## src/design/dtp_pkg.sv

```systemverilog
// types and constants of the timestamp text parser
// depends on nothing; imported by the top level, both checkers and the testbench top
package dtp_pkg;

  // result kind codes
  localparam logic [2:0] KIND_NONE     = 3'd0;
  localparam logic [2:0] KIND_ERROR    = 3'd1;
  localparam logic [2:0] KIND_DATE     = 3'd2;
  localparam logic [2:0] KIND_TIME     = 3'd3;
  localparam logic [2:0] KIND_DATETIME = 3'd4;

  // component slots, in order of appearance
  localparam logic [2:0] PH_FIRST    = 3'd0;
  localparam logic [2:0] PH_SECOND   = 3'd1;
  localparam logic [2:0] PH_THIRD    = 3'd2;
  localparam logic [2:0] PH_HOUR     = 3'd3;
  localparam logic [2:0] PH_MINUTE   = 3'd4;
  localparam logic [2:0] PH_SEC      = 3'd5;
  localparam logic [2:0] PH_FRACTION = 3'd6;

  localparam int NUM_COMPONENTS = 7;

  // characters that matter
  localparam logic [7:0] CH_COLON = 8'h3A;
  localparam logic [7:0] CH_DASH  = 8'h2D;
  localparam logic [7:0] CH_SPACE = 8'h20;
  localparam logic [7:0] CH_DOT   = 8'h2E;
  localparam logic [7:0] CH_ZERO  = 8'h30;
  localparam logic [7:0] CH_NINE  = 8'h39;

  typedef struct packed {
    logic [7:0] char_byte;
    logic       last_char;
    logic       empty_string;
  } item_t;

  typedef struct packed {
    logic [2:0]  result_kind;
    logic [31:0] year_value;
    logic [31:0] month_value;
    logic [31:0] day_value;
    logic [31:0] hour_value;
    logic [31:0] minute_value;
    logic [31:0] second_value;
    logic [31:0] fraction_value;
  } result_t;

endpackage

```

## src/design/datetime_text_parser.sv

```systemverilog
// top level of the streaming timestamp text parser
// depends on dtp_pkg for the request and result types and the codes
//
// Takes one character per cycle, except while a closing request waits for a free
// result register, and gives one result when a string closes (on the last
// character or on an empty-string request). A closing request passes from the
// input register into the result register. The multiply-by-ten accumulate of the
// current component (a 36-bit add and overflow check) lies between the input
// register and the parse state. An input register and a result register decouple
// the two sides, so a request is taken while a finished result waits; only a
// closing request waits for a free result register.
module datetime_text_parser
  import dtp_pkg::*;
(
  input  logic    clk,
  input  logic    rst,
  input  logic    item_valid,
  output logic    item_ready,
  input  item_t   item,
  output logic    result_valid,
  input  logic    result_ready,
  output result_t result
);

  // input register
  logic  in_valid;
  item_t in_q;

  // parse state
  logic [2:0]  phase;
  logic        colon_mode;
  logic        separator_seen;
  logic        failed;
  logic        digit_seen;
  logic [31:0] components [NUM_COMPONENTS];

  // updated state after this character
  logic [2:0]  phase_next;
  logic        colon_mode_next;
  logic        separator_seen_next;
  logic        failed_next;
  logic        digit_seen_next;
  logic [31:0] comp_value_next;
  logic        comp_write;

  logic        closes;
  logic        fire;
  logic        is_colon;
  logic        is_dash;
  logic        is_digit;
  logic        sep_ok;
  logic [35:0] acc;
  logic [31:0] cur_comp;
  logic [31:0] comp_view [NUM_COMPONENTS];
  result_t     result_next;

  assign closes     = in_q.empty_string | in_q.last_char;
  assign fire       = in_valid & (~closes | ~result_valid | result_ready);
  assign item_ready = ~in_valid | fire;

  // input register
  always_ff @(posedge clk) begin
    if (rst) begin
      in_valid <= 1'b0;
    end else if (item_ready) begin
      in_valid <= item_valid;
    end
  end

  always_ff @(posedge clk) begin
    if (item_ready && item_valid) begin
      in_q <= item;
    end
  end

  // character classes
  assign is_colon = (in_q.char_byte == CH_COLON);
  assign is_dash  = (in_q.char_byte == CH_DASH);
  assign is_digit = (in_q.char_byte >= CH_ZERO) && (in_q.char_byte <= CH_NINE);

  // separator allowed to close the current component
  always_comb begin
    unique case (phase)
      PH_FIRST:  sep_ok = is_colon | is_dash;
      PH_SECOND: sep_ok = colon_mode ? is_colon : is_dash;
      PH_THIRD:  sep_ok = ~colon_mode && (in_q.char_byte == CH_SPACE);
      PH_HOUR,
      PH_MINUTE: sep_ok = is_colon;
      PH_SEC:    sep_ok = (in_q.char_byte == CH_DOT);
      default:   sep_ok = 1'b0;
    endcase
  end

  // times ten plus digit on the current component
  assign cur_comp = components[phase];
  assign acc = {1'b0, cur_comp, 3'b000} + {3'b000, cur_comp, 1'b0}
             + {32'd0, in_q.char_byte[3:0]};

  // per-character state update
  always_comb begin
    phase_next          = phase;
    colon_mode_next     = colon_mode;
    separator_seen_next = separator_seen | is_colon | is_dash;
    failed_next         = failed;
    digit_seen_next     = digit_seen;
    comp_value_next     = acc[31:0];
    comp_write          = 1'b0;
    if (!failed) begin
      if (is_digit) begin
        if (acc[35:32] != 4'd0) begin
          failed_next = 1'b1;
        end else begin
          comp_write      = 1'b1;
          digit_seen_next = 1'b1;
        end
      end else if (!digit_seen || !sep_ok) begin
        failed_next = 1'b1;
      end else begin
        if (phase == PH_FIRST) begin
          colon_mode_next = is_colon;
        end
        phase_next      = phase + 3'd1;
        digit_seen_next = 1'b0;
      end
    end
  end

  // components as seen after this character
  always_comb begin
    for (int i = 0; i < NUM_COMPONENTS; i++) begin
      comp_view[i] = components[i];
    end
    if (comp_write) begin
      comp_view[phase] = comp_value_next;
    end
  end

  // result of a closing request
  always_comb begin
    result_next = '0;
    if (in_q.empty_string || !separator_seen_next) begin
      result_next.result_kind = KIND_NONE;
    end else if (failed_next || !digit_seen_next) begin
      result_next.result_kind = KIND_ERROR;
    end else if (phase_next == PH_THIRD) begin
      result_next.result_kind = colon_mode_next ? KIND_TIME : KIND_DATE;
    end else if (phase_next == PH_SEC || phase_next == PH_FRACTION) begin
      result_next.result_kind = KIND_DATETIME;
    end else begin
      result_next.result_kind = KIND_ERROR;
    end
    case (result_next.result_kind)
      KIND_DATE: begin
        result_next.year_value  = comp_view[PH_FIRST];
        result_next.month_value = comp_view[PH_SECOND];
        result_next.day_value   = comp_view[PH_THIRD];
      end
      KIND_TIME: begin
        result_next.hour_value   = comp_view[PH_FIRST];
        result_next.minute_value = comp_view[PH_SECOND];
        result_next.second_value = comp_view[PH_THIRD];
      end
      KIND_DATETIME: begin
        result_next.year_value     = comp_view[PH_FIRST];
        result_next.month_value    = comp_view[PH_SECOND];
        result_next.day_value      = comp_view[PH_THIRD];
        result_next.hour_value     = comp_view[PH_HOUR];
        result_next.minute_value   = comp_view[PH_MINUTE];
        result_next.second_value   = comp_view[PH_SEC];
        result_next.fraction_value =
          (phase_next == PH_FRACTION) ? comp_view[PH_FRACTION] : 32'd0;
      end
      default: begin
      end
    endcase
  end

  // parse state, cleared when a string closes
  always_ff @(posedge clk) begin
    if (rst) begin
      phase          <= PH_FIRST;
      colon_mode     <= 1'b0;
      separator_seen <= 1'b0;
      failed         <= 1'b0;
      digit_seen     <= 1'b0;
      for (int i = 0; i < NUM_COMPONENTS; i++) begin
        components[i] <= 32'd0;
      end
    end else if (fire) begin
      if (closes) begin
        phase          <= PH_FIRST;
        colon_mode     <= 1'b0;
        separator_seen <= 1'b0;
        failed         <= 1'b0;
        digit_seen     <= 1'b0;
        for (int i = 0; i < NUM_COMPONENTS; i++) begin
          components[i] <= 32'd0;
        end
      end else begin
        phase          <= phase_next;
        colon_mode     <= colon_mode_next;
        separator_seen <= separator_seen_next;
        failed         <= failed_next;
        digit_seen     <= digit_seen_next;
        if (comp_write) begin
          components[phase] <= comp_value_next;
        end
      end
    end
  end

  // result register
  always_ff @(posedge clk) begin
    if (rst) begin
      result_valid <= 1'b0;
    end else if (fire && closes) begin
      result_valid <= 1'b1;
    end else if (result_ready) begin
      result_valid <= 1'b0;
    end
  end

  always_ff @(posedge clk) begin
    if (fire && closes) begin
      result <= result_next;
    end
  end

endmodule

```

## config.mk

```make
export PLATFORM = sky130hd
export DESIGN_NAME = datetime_text_parser
export DESIGN_NICKNAME = d
export VERILOG_FILES = /design/src/design/dtp_pkg.sv /design/src/design/datetime_text_parser.sv
export SDC_FILE = /design/constraint.sdc
export NUM_CORES = 1
export LEC_CHECK = 0
export BUFFER_PORTS_ARGS = -buffer_cell sky130_fd_sc_hd__buf_4
export CAP_MARGIN = 30
export CORE_MARGIN = 3
export CORE_UTILIZATION = 30
export DETAILED_ROUTE_END_ITERATION = 16
export PLACE_DENSITY_LB_ADDON = 0.05
export SYNTH_ARGS = -nofsm -noshare
export SYNTH_HDL_FRONTEND = slang
export SYNTH_SLANG_ARGS = --single-unit
```

## constraint.sdc

```tcl
create_clock -name clk -period 7.8 [get_ports clk]
set_input_delay 0.78 -clock clk [delete_from_list [all_inputs] [get_ports clk]]
set_output_delay 0.78 -clock clk [all_outputs]
set_load 0.03 [all_outputs]
```

==> key figures <==
Critical path
  • Reg2reg setup slack: 1.53 ns
  • Crit. End Element: flop
  • Arrival time at the worst endpoint: 6.59 ns
  • Critical path data required time: 8.12 ns
  • Crit Path Class: flop to flop
  • CP Max Fanout: 35
  • Crit start category: flop

Floorplan
  • Core region area: 0.0795 mm2
  • Full die area: 0.0844 mm2
  • I/O pin count: 243
  • Starting Density: 30.5%
  • Row cnt: 103
  • Die W: 290 um
  • DIE HEIGHT: 290 um

Yosys
  • Syn Area/Cell: 13.2 um2
  • Synth cell count leaders: edfxtp_1, nor2_1, mux2i_1
  • Seq/Total Area, Yosys: 62.0%
  • Post-synth top area cell: edfxtp_1
  • Post-synthesis cell count: 1835
  • Ys async rst share: 0%
  • Synth Warn #: 0
  • Mapped Nets: 1918
  • Mapped Area: 0.0243 mm2
  • Ys flop type: edfxtp_1
  • Number of synthesized flops with an enable pin: 493
  • Top area cells in the synthesized netlist: edfxtp_1, nor2_1, mux2i_1
  • Synth Register Bits: 505
  • Area share of the largest cell type after synthesis: 61.0%
  • Most common cell in the netlist: edfxtp_1
  • Synth cell types: 65

Placement
  • Number of I/O port buffers: 242
  • Dpl hpwl: 55600 um
  • Placer congestion estimate: 0.846

Pwr
  • Pleak: 0.0105 uW
  • Pwr/cell area: 221 mW/mm2
  • Maximum vdd drop: 163 uV

CTS
  • Inserted Clock Buffers: 60
  • CTS Hold Bufs: 0
  • Clk sink count: 505
  • H-tree lvl count: 2
  • Clk buf depth: 3
  • Clock transition at path regs: 0.06 ns
  • Post_cts resized: 0
  • Post-CTS setup buffers: 0
  • CTS root buf: clkbuf_16
  • TritonCTS clock tree: done
  • Skew-Pair Late Insertion Delay: 0.62 ns

Timing
  • Count of pins over their slew limit: 0
  • Relative max-transition margin: 36.1%
  • Fin. Hold Viols: 0
  • Setup TNS: 0 ns
  • Tcrit/Tclk final: 80.4%
  • Max Freq: 159 MHz
  • Clock skew: 0.0263 ns
  • Fin crit period: 6.27 ns
  • Slew @ Worst Pin: 0.959 ns
  • Unrepaired setup endpoints after global routing: false
  • Final setup vio count: 0

Cells and area
  • Layout cells sized above 1: 23.9%
  • Final core utilization: 37.0%
  • ANT cells: 0
  • P&R area growth vs syn: 21.3%
  • Nets: 2187

Routing
  • DRT Pass-1 Iters: 5
  • Total number of vias: 16.5k
  • Routed length per placed instance: 26.2 um
  • Routed Antenna Nets: 0
  • Drt drc: 0
  • Starting DRT DRC Count: 1436
  • Vias per cell: 5.14
  • Routed WL: 83900 um

Hold path
  • Worst min path class: input port to flop

Global routing
  • Largest net degree at the start of global routing: 146
  • Remaining Overflow, GRT: 0
  • First-pass GRT wire length: 123000 um
  • GRT Overall Usage: 19.5%
  • Initial antenna violation count: 1
  • Number of global-route vias before repair: 17.4k

Status
  • Status: completed

Job
  • Max-cap viol count: 0
==> layout make-up <==
type	count	area, um2
repair buffers	316	2410
clock buffers	71	1590
clock inverters	38	282
multi-input cells	1176	8650
well taps	1050	1310
fillers	7714	50100
inverters	45	173
flip-flops and latches	505	15000
==> routing by layer <==
layer / track usage [%] / vias up / share of wire [%]
met2: 31.4 / 567 / 47
met4: 5.43 / 0 / 2.7
met3: 2.97 / 113 / 5.4
li1: - / 7410 / -
met1: 27.4 / 8379 / 45
met5: 0 / - / 0
==> flip-flops by register name, summed over array words and instances (netlist names), named ones only <==
name            count
components        256
result            227
in_q               10
phase               3
colon_mode          1
digit_seen          1
failed              1
in_valid            1
result_valid        1
separator_seen      1
==> report_power, final <==
part / internal (uW) / switching, uW / leakage (uW)
sequential: 3090 / 62.1 / 0.00502
combinational: 202 / 468 / 0.00460
clock: 1570 / 1120 / 0.000917
==> worst max-delay path, stage by stage, from the launching register on <==
cell      delay (ns)
dfxtp_4         0.76
mux4_2          0.59
mux2_2          0.31
ha_1            0.28
ha_1            0.23
fa_1            0.50
a211oi_1        0.26
o21ai_1         0.20
o211ai_1        0.22
buf_4           0.17
a21oi_1         0.12
a41o_1          0.30
o31ai_4         0.75
nor4_4          0.10
buf_4           0.25
nand3_4         0.15
buf_4           0.47
nor2_1          0.21
==> logic make-up after synthesis <==
group | after synthesis | share of synthesized area [%]
adder cells (fa/ha/maj) | 69 | 3.62
XOR/XNOR | 27 | 0.974
buffers and inverters | 154 | 2.63
AND/OR/NAND/NOR | 582 | 10.2
flip-flops | 505 | 62.0
multiplexers | 261 | 14.2
AO/OA/AOI/OAI | 237 | 6.36
==> placed cells by master, fill, tap and decap left out, drive strengths merged, types with 9 or more instances in the layout <==
master  Yosys  routed
nor3       14      14
mux2       32      32
mux4       64      64
o211ai      9       9
nor2      453     453
nor4       11      11
nand4      12      12
buf        46     316
edfxtp    493     493
nand3      16      16
nand2      53      53
clkbuf     63      71
o22ai      98      98
inv        45      46
xnor2      14      14
dfxtp      12      12
mux2i     165     165
xor2       13      13
clkinv      0      32
a21o       16      16
a21oi      42      42
ha         67      67
o21ai      26      26
==> stage by stage <==
step	hold WS (ns)	area (um2)	std cells	power, uW	setup WS (ns)
6_report	0.332	29500	3201	6510	1.53
4_1_cts	0.288	29500	3200	6600	1.40
5_1_grt	0.299	29500	3201	6750	1.11
3_3_place_gp	0.452	27600	3090	3880	1.47
3_5_place_dp	0.451	27600	3091	3880	1.42
2_1_floorplan	0.425	24300	1835	3590	0.132
==> final timing paths <==
check / from / to / depth (start not counted)
worst max register to register: flop / result[162]$_SDFFCE_PN0P_ / 17
worst min-delay path: item[3] / in_q[3]$_DFFE_PP_ / 1
worst max-delay path: flop / result[162]$_SDFFCE_PN0P_ / 17
worst min register to register: digit_seen$_SDFFE_PP0P_ / digit_seen$_SDFFE_PP0P_ / 2
(Power assumes the default switching activity.)
